===== config.mk =====
export PLATFORM = sky130hd
export DESIGN_NAME = srmv_ctrl
export DESIGN_NICKNAME = d
export VERILOG_FILES = /design/src/design/srmv_pkg.sv /design/src/design/srmv_ctrl.sv
export SDC_FILE = /design/constraint.sdc
export NUM_CORES = 1
export LEC_CHECK = 0
export ABC_AREA = 1
export BUFFER_PORTS_ARGS = -buffer_cell sky130_fd_sc_hd__buf_2
export CORE_ASPECT_RATIO = 0.8
export CORE_UTILIZATION = 44
export CTS_CLUSTER_SIZE = 8
export DETAILED_ROUTE_END_ITERATION = 10
export PLACE_DENSITY_LB_ADDON = 0.3
export SLEW_MARGIN = 20
export SYNTH_ARGS = -nofsm -noshare
export SYNTH_HDL_FRONTEND = slang
export SYNTH_SLANG_ARGS = --single-unit

===== constraint.sdc =====
create_clock -name clk_i -period 1.15 [get_ports clk_i]
set_input_delay 0.115 -clock clk_i [delete_from_list [all_inputs] [get_ports clk_i]]
set_output_delay 0.115 -clock clk_i [all_outputs]
set_load 0.02 [all_outputs]

===== src/design/srmv_pkg.sv =====
// ----------------------------------------------------------------------------
// srmv_pkg
// Types, constants and codes shared by the sparse row mean/variance block.
// ----------------------------------------------------------------------------
package srmv_pkg;

  localparam int MAX_ROWS  = 1024;
  localparam int ADDR_W    = (MAX_ROWS > 1) ? $clog2(MAX_ROWS) : 1;
  localparam int ROW_W     = 10;
  localparam int VAL_W     = 32;
  localparam int CNT_W     = 24;
  localparam int SUM_W     = 64;
  localparam int VAR_W     = 63;
  localparam int KIND_W    = 2;
  localparam int CFG_IDX_W = 2;
  // one-pass total fits in 98 signed bits; divider runs over this width
  localparam int T_W       = 100;
  localparam int DCNT_W    = $clog2(T_W + 1);
  localparam int IN_W      = 48;
  localparam int OUT_W     = 112;

  localparam logic [CNT_W-1:0] CNT_MAX = '1;

  typedef enum logic [KIND_W-1:0] {
    KIND_ENTRY  = 2'd0,
    KIND_CENTER = 2'd1,
    KIND_EMIT   = 2'd2
  } kind_e;

  typedef enum logic [CFG_IDX_W-1:0] {
    CFG_NUM_COLS        = 2'd0,
    CFG_NA_RM           = 2'd1,
    CFG_CENTER_PROVIDED = 2'd2
  } cfg_idx_e;

  typedef enum logic [3:0] {
    ST_CLEAR,
    ST_IDLE,
    ST_DEC,
    ST_ENT_WR,
    ST_EM_LD,
    ST_MDIV_GO,
    ST_MDIV_WAIT,
    ST_MEAN,
    ST_MUL,
    ST_VDIV_GO,
    ST_VDIV_WAIT,
    ST_OUT
  } state_e;

  typedef struct packed {
    logic [SUM_W-1:0] sum;
    logic [SUM_W-1:0] sum_sq;
    logic [CNT_W-1:0] st_cnt;
    logic [CNT_W-1:0] na_cnt;
    logic             na_seen;
  } stat_t;

  typedef struct packed {
    logic              clr_wr;
    logic [ADDR_W-1:0] clr_addr;
    logic              in_accept;
    logic              rd;
    logic              ent_wr;
    logic              cen_wr;
    logic              em_ld;
    logic              div_start;
    logic              div_sel;
    logic              mean_ld;
    logic              mul_en;
    logic [2:0]        mul_k;
    logic              out_ld;
  } cmd_t;

  typedef struct packed {
    logic [KIND_W-1:0] kind;
    logic              row_ok;
    logic              mean_undef;
    logic              var_ok;
    logic              div_busy;
    logic              out_busy;
  } status_t;

endpackage


===== src/design/srmv_ctrl.sv =====
// ----------------------------------------------------------------------------
// srmv_ctrl
// Controller: clearing pass, item dispatch and emit sequencing.
// ----------------------------------------------------------------------------
module srmv_ctrl (
  input  logic              clk_i,
  input  logic              rst_ni,
  input  logic              in_valid_i,
  output logic              in_ready_o,
  input  srmv_pkg::status_t stat_i,
  output srmv_pkg::cmd_t    cmd_o
);
  import srmv_pkg::*;

  state_e            state_q, state_d;
  logic [ADDR_W-1:0] clr_q, clr_d;
  logic [2:0]        k_q, k_d;

  always_ff @(posedge clk_i or negedge rst_ni) begin
    if (!rst_ni) begin
      state_q <= ST_CLEAR;
      clr_q   <= '0;
      k_q     <= '0;
    end else begin
      state_q <= state_d;
      clr_q   <= clr_d;
      k_q     <= k_d;
    end
  end

  always_comb begin
    state_d        = state_q;
    clr_d          = clr_q;
    k_d            = k_q;
    cmd_o          = '0;
    cmd_o.clr_addr = clr_q;
    cmd_o.mul_k    = k_q;
    in_ready_o     = 1'b0;
    case (state_q)
      ST_CLEAR: begin
        cmd_o.clr_wr = 1'b1;
        clr_d        = clr_q + 1'b1;
        if (clr_q == ADDR_W'(MAX_ROWS - 1)) begin
          state_d = ST_IDLE;
        end
      end
      ST_IDLE: begin
        in_ready_o = 1'b1;
        if (in_valid_i) begin
          cmd_o.in_accept = 1'b1;
          state_d         = ST_DEC;
        end
      end
      ST_DEC: begin
        if (!stat_i.row_ok) begin
          state_d = ST_IDLE;
        end else begin
          case (stat_i.kind)
            KIND_ENTRY: begin
              cmd_o.rd = 1'b1;
              state_d  = ST_ENT_WR;
            end
            KIND_CENTER: begin
              cmd_o.cen_wr = 1'b1;
              state_d      = ST_IDLE;
            end
            KIND_EMIT: begin
              cmd_o.rd = 1'b1;
              state_d  = ST_EM_LD;
            end
            default: state_d = ST_IDLE;
          endcase
        end
      end
      ST_ENT_WR: begin
        cmd_o.ent_wr = 1'b1;
        state_d      = ST_IDLE;
      end
      ST_EM_LD: begin
        cmd_o.em_ld = 1'b1;
        state_d     = ST_MDIV_GO;
      end
      ST_MDIV_GO: begin
        if (stat_i.mean_undef) begin
          state_d = ST_MEAN;
        end else begin
          cmd_o.div_start = 1'b1;
          state_d         = ST_MDIV_WAIT;
        end
      end
      ST_MDIV_WAIT: begin
        if (!stat_i.div_busy) begin
          state_d = ST_MEAN;
        end
      end
      ST_MEAN: begin
        cmd_o.mean_ld = 1'b1;
        k_d           = '0;
        state_d       = ST_MUL;
      end
      ST_MUL: begin
        cmd_o.mul_en = 1'b1;
        k_d          = k_q + 1'b1;
        if (k_q == 3'd5) begin
          state_d = ST_VDIV_GO;
        end
      end
      ST_VDIV_GO: begin
        if (stat_i.var_ok) begin
          cmd_o.div_start = 1'b1;
          cmd_o.div_sel   = 1'b1;
          state_d         = ST_VDIV_WAIT;
        end else begin
          state_d = ST_OUT;
        end
      end
      ST_VDIV_WAIT: begin
        if (!stat_i.div_busy) begin
          state_d = ST_OUT;
        end
      end
      ST_OUT: begin
        if (!stat_i.out_busy) begin
          cmd_o.out_ld = 1'b1;
          state_d      = ST_IDLE;
        end
      end
      default: state_d = ST_IDLE;
    endcase
  end

endmodule


==> results of run 1 <==
layer usage:
metal,global-route usage,GRT overflow
met1,0.708,0
met5,0,0
met2,0.962,10
met3,0.446,0
met4,0.810,13
logic make-up after synthesis:
logic type,Yosys count
AOI/OAI and AO/OA,8
xor gates and xnor gates,9
adders and majority gates,3
buffers and inverters,19
DFF,17
and+or+nand+nor,93
synthesized netlist by cell type:
| master | number | area share |
|---|---|---|
| nand2_1 | 51 | 0.18 |
| nor2_1 | 20 | 0.072 |
| inv_1 | 19 | 0.068 |
| dfrtp_1 | 17 | 0.41 |
| nand3_1 | 11 | 0.052 |
| xnor2_1 | 7 | 0.058 |
| nor3_1 | 4 | 0.019 |
| ha_1 | 3 | 0.036 |
| nor2_2 | 3 | 0.018 |
| o21ai_0 | 3 | 0.014 |
| a21oi_1 | 2 | 0.0095 |
| o22ai_1 | 2 | 0.012 |
| xor2_1 | 2 | 0.017 |
| nand2_2 | 1 | 0.0060 |
| nand4_1 | 1 | 0.0060 |
| nor2_4 | 1 | 0.011 |
| nor4_1 | 1 | 0.0060 |
| o32ai_1 | 1 | 0.0083 |
stage by stage:
step | cell area (um2) | TNS, ps | hold slack (ps) | setup slack, ps | instances
2_1_floorplan | 1100 | -519 | -181 | -75.1 | 149
3_5_place_dp | 1460 | -2180 | 60.0 | -190 | 229
4_1_cts | 1840 | -7480 | 134 | -362 | 246
3_3_place_gp | 1460 | -1400 | 61.0 | -138 | 229
what timing repair did:
item                                    CTS
pin swaps                                18
hold buffers                              1
resized for setup                        77
setup buffers                            12
endpoints found under the setup margin   28
hold endpoints to repair                 17
==> reports/qor.csv, run 1 <==
stage,metric,value,unit
run_status,outcome,stopped before the end,
run_status,Exit stage,5_1_grt,
run_status,First Err,[ERROR GRT-0232] Routing congestion too high. Check the congestion heatmap in the GUI.,
synth,largest family of logic cells by synthesized area,simple AND/OR/NAND/NOR gates,
synth,post-synth cell types,18,
floorplan,Die Y-Extent,45.7,um
clock_tree,Root Buffer,clkbuf_4,
synth,adder-cell area share of the yosys netlist,0.0358,
place,Final HPWL DP,2160,um
synth,synthesis-stage register bit count,17,
floorplan,IO Count,35,
floorplan,Initial Util,0.478,
global_route,GRT Overall Usage,0.709,
timing,Worst EP post-GRT repair,cmd_o[9],
synth,Simple-Gate Fraction of Synth Area,0.372,
global_route,Congestion Overflow GR,23,
place,GPL Wtd Cong,0.932,
synth,"Seq/Total Area, Yosys",0.405,
clock_tree,Num Clock Sinks,17,
clock_tree,H-tree depth,1,
place,IO buf count,34,
timing,WEP type,output port,
floorplan,FP Rows,15,
floorplan,die width,56.6,um
synth,XOR/XNOR Fraction of Synth Area,0.0751,
synth,post-synthesis mux area share,0,
clock_tree,CTS Buf Count,3,
synth,syn nets,162,
synth,Syn Area/Cell,7.05,um2
synth,Mapped Cells,149,
synth,Post-Synthesis Cell Area,1050,um2
clock_tree,Max clock buf depth,2,
global_route,largest net degree at the start of global routing,18,
synth,yosys warns,0,
synth,Compound-Gate Fraction of Synth Area,0.0441,
==> run 2, diff against run 1 <==
--- a/config.mk
+++ b/config.mk
@@ -7,11 +7,10 @@
 export LEC_CHECK = 0
 export ABC_AREA = 1
 export BUFFER_PORTS_ARGS = -buffer_cell sky130_fd_sc_hd__buf_2
-export CORE_ASPECT_RATIO = 0.8
-export CORE_UTILIZATION = 44
-export CTS_CLUSTER_SIZE = 8
+export CORE_AREA = 2 2 63 65
 export DETAILED_ROUTE_END_ITERATION = 10
-export PLACE_DENSITY_LB_ADDON = 0.3
+export DIE_AREA = 0 0 65 67
+export PLACE_DENSITY_LB_ADDON = 0.15
 export SLEW_MARGIN = 20
 export SYNTH_ARGS = -nofsm -noshare
 export SYNTH_HDL_FRONTEND = slang
==> constraint.sdc (replaced) <==
create_clock -name clk_i -period 1.5 [get_ports clk_i]
set_input_delay 0.15 -clock clk_i [delete_from_list [all_inputs] [get_ports clk_i]]
set_output_delay 0.15 -clock clk_i [all_outputs]
set_load 0.02 [all_outputs]
==> run 2 against run 1 <==
Compared with the run above:
- the flow now finishes, with violations (negative setup slack)
- synthesized area unchanged
- synthesized cell count unchanged
==> reports/qor.csv, run 2 <==
stage,metric,value,unit,change
run_status,outcome,"finished, violations left",,was stopped before the end
run_status,failing checks,negative setup slack,,
finish,area taken by multi-input logic gates,638,um2,
finish,number of flip-flops in the largest register,10,,
global_route,GRT Overall Usage,0.130,,
worst_setup_path,RR Startpoint,state_q[1],,
worst_setup_path,FF-to-FF End,state_q[0],,
floorplan,Initial Util,0.291,,was 0.478
synth,commonest register cell after synthesis,dfrtp_1,,unchanged
worst_setup_path,crit path buf inv count,2,,
timing,Slew headroom,0.747,,
floorplan,Die Y-Extent,67,um,was 45.7 um
synth,post-synthesis mux area share,0,,unchanged
synth,post-synth cell types,18,,unchanged
drt,mean number of vias per cell,4.70,,
clock_tree,Num Clock Sinks,17,,unchanged
finish,largest register by flop count,clr_q,,
synth,synthesis-stage register bit count,17,,unchanged
worst_setup_path,CP Cell Sequence,inv_2 -> nor2_4 -> nand2_4 -> nor4_4 -> buf_4,,
timing,Final period util,1.05,,
finish,layout cells sized above 1,0.399,,
synth,Async SR Flop Fraction,1.00,,unchanged
floorplan,FP Rows,22,,was 15
hold_path,WHS Endpoint,state_q[2],,
worst_setup_path,critical path class,flip-flop to primary output,,
power_and_ir_drop,leakage power,0.839,nW,
place,GPL Wtd Cong,0.908,,was 0.932
drt,DRC,0,,
worst_setup_path,arrival time at the worst endpoint,1420,ps,
synth,Syn Area/Cell,7.05,um2,unchanged
clock_tree,Root Buffer,clkbuf_8,,was clkbuf_4
worst_setup_path,CP startpoint kind,flip-flop,,
timing,worst hold margin,247,ps,
worst_setup_path,R2R depth,11,,
place,Final HPWL DP,2100,um,was 2160 um
floorplan,die width,65,um,was 56.6 um
finish,Layout area overhead,48.6,%,
power_and_ir_drop,maximum VDD drop,0.00102,V,
timing,Max Clock Skew,1.41,ps,
place,pre-CTS WS,70.0,ps,was -190 ps
synth,"Seq/Total Area, Yosys",0.405,,unchanged
synth,Post-Synthesis Cell Area,1050,um2,unchanged
synth,largest family of logic cells by synthesized area,simple AND/OR/NAND/NOR gates,,unchanged
synth,most common cell in the netlist,nand2_1,,unchanged
drt,DR iter-0 viols,72,,
worst_setup_path,crit path capture type,primary output,,
hold_path,Hold Path Stages,3,,
hold_path,min-delay worst type,input port to flip-flop,,
synth,cell taking the most area after synthesis,dfrtp_1,,unchanged
floorplan,Die ar.,4360,um2,
global_route,largest net degree at the start of global routing,18,,
finish,"commonest cells after routing, fill and taps aside","nand2_1, buf_2, buf_4",,
power_and_ir_drop,overall power,0.00292,W,
drt,Pre-Repair DR Iteration Count,4,,
worst_setup_path,"reg-to-reg slack, setup",50,ps,
clock_tree,Max clock buf depth,2,,unchanged
clock_tree,"Reg clk slew, reported paths",60,ps,
finish,Largest regs,"clr_q: 10 flops, state_q: 4 flops, k_q: 3 flops",,
clock_tree,CTS Buf Count,3,,unchanged
global_route,vias in the first global route,1067,,
power_and_ir_drop,Pwr Density,1870,nW/um2,
global_route,first-pass GRT wire length,4450,um,
timing,final max-slew violation count,0,,
clock_tree,CTS tree,built,,
drt,DRT Wirelength,2850,um,
synth,Compound-Gate Fraction of Synth Area,0.0441,,unchanged
worst_setup_path,top cell family by delay on the critical path,simple AND/OR/NAND/NOR gates,,
synth,adder-cell area share of the yosys netlist,0.0358,,unchanged
floorplan,IO Count,35,,unchanged
timing,Final min period,1570,ps,
worst_setup_path,WP data required,1350,ps,
synth,syn nets,162,,unchanged
hold_path,HP Start,stat_i[4],,
timing,slew of the pin with the lowest slew margin,379,ps,
drt,via count,1179,,
timing,endpoints failing hold,0,,
worst_setup_path,crit-path max FO,6,,
finish,Fillers,380,,
drt,drt wl/cell,11.4,um,
clock_tree,H-tree depth,1,,unchanged
synth,Synth top area share,0.405,,unchanged
clock_tree,Skew-Pair Late Insertion Delay,240,ps,
finish,final-stage net count,217,,
global_route,Congestion Overflow GR,0,,
timing,RSZ-0062 raised after global routing,true,,
floorplan,CORE AREA,3610,um2,
synth,Mapped Cells,149,,unchanged
global_route,initial antenna violation count,0,,
worst_setup_path,Slowest Stage Delay on Critical Path,440,ps,
timing,Peak Freq,636,MHz,
synth,Simple-Gate Fraction of Synth Area,0.372,,unchanged
job,Max Cap Viol,0,,
finish,n_diodes,0,,
worst_setup_path,CP max-delay cell,dfrtp_2,,
finish,Register Area,430,um2,
synth,Area contributors post-synth,"dfrtp_1, nand2_1, nor2_1",,unchanged
finish,"most common cell after layout, fill and taps aside",nand2_1,,
drt,Final ANT Viol Nets,0,,
synth,XOR/XNOR Fraction of Synth Area,0.0751,,unchanged
place,"Cell Area, Placed",1290,um2,was 1460 um2
synth,number of synthesized flops with an enable pin,0,,unchanged
synth,list of most frequent post-synthesis cells,"nand2_1, nor2_1, inv_1",,unchanged
timing,final setup fails,3,,
timing,final worst slack,-73.2,ps,
synth,yosys warns,0,,unchanged
finish,Finished Cell Area,1560,um2,
place,IO buf count,34,,unchanged
==> run 2: tightest hold or removal path: cells and delay by family <==
family	cells	cell delay, ps
simple gates	1	100
compound gates	1	90
buf+inv	1	100
==> run 2: cells by family (layout without fill, tap and decap cells) <==
family / after synthesis / count (layout)
xor gates and xnor gates: 9 / 9
and+or+nand+nor: 93 / 93
adders and majority gates: 3 / 3
DFF: 17 / 17
buffers and inverters: 19 / 73
AOI/OAI and AO/OA: 8 / 8
==> run 2: report_power, final <==
part	leakage (nW)	internal, W	switching [W]
logic	0.597	0.000708	0.00103
clock network	0.0255	0.000184	0.000147
registers	0.217	0.000623	0.000221
==> run 2: layout make-up <==
cell class,count,share of cell area
Timing Repair Buffer,50,0.200
Clock buffer,3,0.0265
Tap cell,48,0.0385
Multi-Input combinational cell,113,0.409
Clock inverter,1,0.00321
Inverter,19,0.0473
Sequential cell,17,0.276
==> run 2: what timing repair did <==
action / 4_1_cts / 5_1_grt
setup endpoints to repair: 5 / 13
hold buffers: 1 / 0
buffers inserted: 1 / 12
resized for setup: 12 / 27
pin swaps: 1 / 6
hold endpoints to repair: 17 / 0
==> run 2: worst max-delay path by stage <==
stage | start | cells past startpoint | slack (ps) | endpoint
after global placement | state_q[1] | 6 | 140 | clr_q[7]
after global routing | state_q[1] | 5 | -150 | cmd_o[9]
after detailed placement | state_q[1] | 6 | 70 | clr_q[7]
after floorplan | state_q[2] | 3 | 10 | cmd_o[9]
after CTS | state_q[1] | 4 | -20 | cmd_o[7]
final | state_q[1] | 5 | -70 | cmd_o[9]
==> run 2: per-layer routing <==
| layer | GRT usage | share of wire | vias to the layer above |
|---|---|---|---|
| met3 | 0.0203 | 0.051 | 8 |
| li1 | - | - | 576 |
| met2 | 0.228 | 0.49 | 38 |
| met4 | 0.0612 | 0.028 | 0 |
| met1 | 0.156 | 0.43 | 557 |
| met5 | 0 | 0 | - |
==> run 2: through the flow <==
step                       util  TNS, ps  instances
after global routing      0.433     -505        251
after global placement    0.359        0        233
after floorplan               -        0        149
final                     0.433     -112        251
after detailed placement  0.359        0        233
after CTS                 0.388    -54.4        239
No activity file was read; power rests on OpenSTA's default activity.
==> run 3, diff against run 2 <==
--- a/config.mk
+++ b/config.mk
@@ -5,7 +5,6 @@
 export SDC_FILE = /design/constraint.sdc
 export NUM_CORES = 1
 export LEC_CHECK = 0
-export ABC_AREA = 1
 export BUFFER_PORTS_ARGS = -buffer_cell sky130_fd_sc_hd__buf_2
 export CORE_AREA = 2 2 63 65
 export DETAILED_ROUTE_END_ITERATION = 10
==> run 3 against run 2 <==
Compared with the run above:
- the run still ends with negative setup slack left
- register-to-register slack got worse by 90 ps
- fmax shrank 0.76%
- synthesized area rose by 1.7%
- final cell count decreased by 9.6%
- critical path depth fell by 1
- non-clock buffer count increased by 16
- critical endpoint is now cmd_o[23]
- largest power group is now sequential cells
==> reports/qor.csv, run 3 <==
stage,metric,value,unit,change
run_status,outcome,"finished, violations left",,unchanged
run_status,failing checks,negative setup slack,,unchanged
worst_setup_path,R2R depth,6,,was 11
timing,Peak Freq,631,MHz,was 636 MHz
finish,Layout area overhead,68.0,%,was 48.6%
synth,Synth top area share,0.399,,was 0.405
power_and_ir_drop,sw power,0.000181,W,was 0.00140 W
place,pre-CTS WS,22.9,ps,was 70.0 ps
synth,Mapped Cells,115,,was 149
synth,syn nets,128,,was 162
power_and_ir_drop,leakage power,0.866,nW,was 0.839 nW
finish,Finished Cell Area,1790,um2,was 1560 um2
clock_tree,Num Clock Sinks,17,,unchanged
worst_setup_path,FF-to-FF End,clr_q[8],,was state_q[0]
clock_tree,Max clock buf depth,2,,unchanged
floorplan,Initial Util,0.296,,was 0.291
synth,yosys warns,0,,unchanged
finish,number of flip-flops in the largest register,10,,unchanged
timing,final setup fails,12,,was 3
worst_setup_path,CP Cell Sequence,buf_6 -> nor4_4 -> buf_4 -> buf_6,,was inv_2 -> nor2_4 -> nand2_4 -> nor4_4 -> buf_4
global_route,GRT Overall Usage,0.144,,was 0.130
global_route,initial antenna violation count,0,,unchanged
global_route,Congestion Overflow GR,0,,unchanged
power_and_ir_drop,Sequential Power Share,0.548,,was 0.289
worst_setup_path,RR Startpoint,state_q[2],,was state_q[1]
worst_setup_path,critical path class,flip-flop to primary output,,unchanged
synth,commonest register cell after synthesis,dfrtp_1,,unchanged
finish,layout cells sized above 1,0.564,,was 0.399
power_and_ir_drop,maximum VDD drop,0.000356,V,was 0.00102 V
drt,DRC,0,,unchanged
synth,Area contributors post-synth,"dfrtp_1, nand2_1, xnor2_1",,"was dfrtp_1, nand2_1, nor2_1"
worst_setup_path,Slowest Stage Delay on Critical Path,450,ps,was 440 ps
timing,Slew headroom,0.732,,was 0.747
job,Max Cap Viol,0,,unchanged
global_route,largest net degree at the start of global routing,18,,unchanged
floorplan,IO Count,35,,unchanged
hold_path,WHS Endpoint,state_q[0],,was state_q[2]
floorplan,FP Rows,22,,unchanged
drt,via count,1124,,was 1179
worst_setup_path,crit-path max FO,7,,was 6
synth,number of synthesized flops with an enable pin,0,,unchanged
synth,Post-Synthesis Cell Area,1070,um2,was 1050 um2
finish,Largest regs,"clr_q: 10 flops, state_q: 4 flops, k_q: 3 flops",,unchanged
synth,cell taking the most area after synthesis,dfrtp_1,,unchanged
place,"Cell Area, Placed",1400,um2,was 1290 um2
place,IO buf count,34,,unchanged
worst_setup_path,CP startpoint kind,flip-flop,,unchanged
floorplan,CORE AREA,3610,um2,unchanged
clock_tree,"Reg clk slew, reported paths",70,ps,was 60 ps
timing,slew of the pin with the lowest slew margin,403,ps,was 379 ps
finish,post-route insts no fill,227,,was 251
synth,post-synth cell types,42,,was 18
floorplan,Die ar.,4360,um2,unchanged
timing,Final period util,1.06,,was 1.05
worst_setup_path,CP most frequent cell,buf_6,,
finish,largest register by flop count,clr_q,,unchanged
timing,Max Clock Skew,4.82,ps,was 1.41 ps
power_and_ir_drop,internal power,0.000656,W,was 0.00151 W
finish,area taken by multi-input logic gates,741,um2,was 638 um2
timing,final worst slack,-85.3,ps,was -73.2 ps
floorplan,die width,65,um,unchanged
clock_tree,CTS tree,built,,unchanged
hold_path,min-delay worst type,input port to flip-flop,,unchanged
timing,Final min period,1590,ps,was 1570 ps
global_route,first-pass GRT wire length,4840,um,was 4450 um
clock_tree,Root Buffer,clkbuf_8,,unchanged
drt,drt wl/cell,13.7,um,was 11.4 um
floorplan,Die Y-Extent,67,um,unchanged
worst_setup_path,CP max-delay cell,dfrtp_2,,unchanged
power_and_ir_drop,combinational share of power,0.039,,was 0.597
power_and_ir_drop,Pwr Density,466,nW/um2,was 1870 nW/um2
power_and_ir_drop,switching share of power,0.216,,was 0.481
timing,RSZ-0062 raised after global routing,true,,unchanged
global_route,vias in the first global route,1046,,was 1067
finish,Fillers,340,,was 380
clock_tree,H-tree depth,1,,unchanged
place,GPL Wtd Cong,0.769,,was 0.908
finish,"commonest cells after routing, fill and taps aside","buf_4, buf_2, dfrtp_1",,"was nand2_1, buf_2, buf_4"
clock_tree,CTS Buf Count,3,,unchanged
hold_path,Hold Path Stages,3,,unchanged
drt,DRT Wirelength,3110,um,was 2850 um
drt,mean number of vias per cell,4.95,,was 4.70
synth,Syn Area/Cell,9.28,um2,was 7.05 um2
finish,Register Area,429,um2,was 430 um2
place,Final HPWL DP,2110,um,was 2100 um
worst_setup_path,crit path capture type,primary output,,unchanged
power_and_ir_drop,Clk pwr share,0.413,,was 0.113
hold_path,HP Start,stat_i[2],,was stat_i[4]
worst_setup_path,"reg-to-reg slack, setup",-40,ps,was 50 ps
synth,synthesis-stage register bit count,17,,unchanged
synth,Async SR Flop Fraction,1.00,,unchanged
finish,"most common cell after layout, fill and taps aside",buf_4,,was nand2_1
drt,Pre-Repair DR Iteration Count,4,,unchanged
drt,DR iter-0 viols,28,,was 72
synth,most common cell in the netlist,dfrtp_1,,was nand2_1
drt,Final ANT Viol Nets,0,,unchanged
finish,n_diodes,0,,unchanged
timing,final max-slew violation count,0,,unchanged
worst_setup_path,WP data required,1350,ps,about the same
finish,final-stage net count,193,,was 217
clock_tree,Skew-Pair Late Insertion Delay,250,ps,was 240 ps
place,placed insts,206,,was 233
timing,endpoints failing hold,0,,unchanged
synth,"Seq/Total Area, Yosys",0.399,,was 0.405
worst_setup_path,arrival time at the worst endpoint,1440,ps,was 1420 ps
synth,list of most frequent post-synthesis cells,"dfrtp_1, nand2_1, nor2_1",,"was nand2_1, nor2_1, inv_1"
run 3: timing repair:
| item | in CTS | in global routing |
|---|---|---|
| gates resized for setup | 26 | 32 |
| hold buffers | 1 | 0 |
| pin swaps | 8 | 16 |
| buffers inserted | 10 | 6 |
| endpoints found under the setup margin | 11 | 22 |
| endpoints found under the hold margin | 17 | 0 |
run 3: worst max-delay path by stage:
| stage | end | start | slack [ps] | cells after the start |
|---|---|---|---|---|
| 2_1_floorplan | clr_q[7] | state_q[3] | -190 | 5 |
| 3_3_place_gp | state_q[1] | state_q[0] | 40 | 5 |
| 5_1_grt | cmd_o[7] | state_q[2] | -170 | 6 |
| 4_1_cts | cmd_o[23] | state_q[1] | -70 | 4 |
| 3_5_place_dp | state_q[1] | state_q[0] | 20 | 5 |
| 6_report | cmd_o[23] | state_q[2] | -90 | 4 |
run 3: cell families (layout without fill, tap and decap cells):
family	Yosys count	count (layout)	share of synthesized area
AO/OA/AOI/OAI	21	21	0.148
XOR/XNOR	9	9	0.0739
adder cells (fa/ha/maj)	3	3	0.0352
buffers and inverters	10	74	0.0445
flip-flops	17	17	0.399
multiplexers	1	1	0.0106
AND/OR/NAND/NOR	54	54	0.290
run 3: metrics by stage:
stage	TNS, ps	util	hold WS (ps)	power, W
after detailed placement	0	0.389	112	0.000497
after global routing	-1800	0.497	307	0.000875
after floorplan	-1140	-	-146	0.000471
after global placement	0	0.389	105	0.000496
after CTS	-588	0.450	274	0.000849
final	-471	0.497	284	0.000836
run 3: area by class of cell:
| cell class | instances | share of cell area |
|---|---|---|
| multi-input cells | 88 | 0.413 |
| repair buffers | 66 | 0.278 |
| flip-flops and latches | 17 | 0.239 |
| well taps | 48 | 0.0335 |
| clock buffers | 3 | 0.0230 |
| inverters | 4 | 0.00977 |
| clock inverters | 1 | 0.00279 |
run 3: critical path, delay by kind of cell (launching register included):
family | cells | cell delay [ps]
buffers and inverters | 3 | 420
DFF | 1 | 450
and+or+nand+nor | 1 | 310
run 3: layer usage:
layer  routed length, um  vias to the layer above  global-route usage
li1                    -                      541                   -
met1                1320                      549               0.173
met2                1610                       26               0.263
met3                 110                        8              0.0355
met4                  64                        0              0.0239
met5                   0                        -                   0
run 3: power groups by stage:
| stage | clock network, W | logic, W | registers (W) |
|---|---|---|---|
| floorplan | 0 | 0.00000433 | 0.000467 |
| global placement | 0 | 0.0000287 | 0.000467 |
| detailed placement | 0 | 0.0000297 | 0.000467 |
| CTS | 0.000359 | 0.0000319 | 0.000458 |
| global route | 0.000380 | 0.0000373 | 0.000458 |
| finish | 0.000345 | 0.0000326 | 0.000458 |
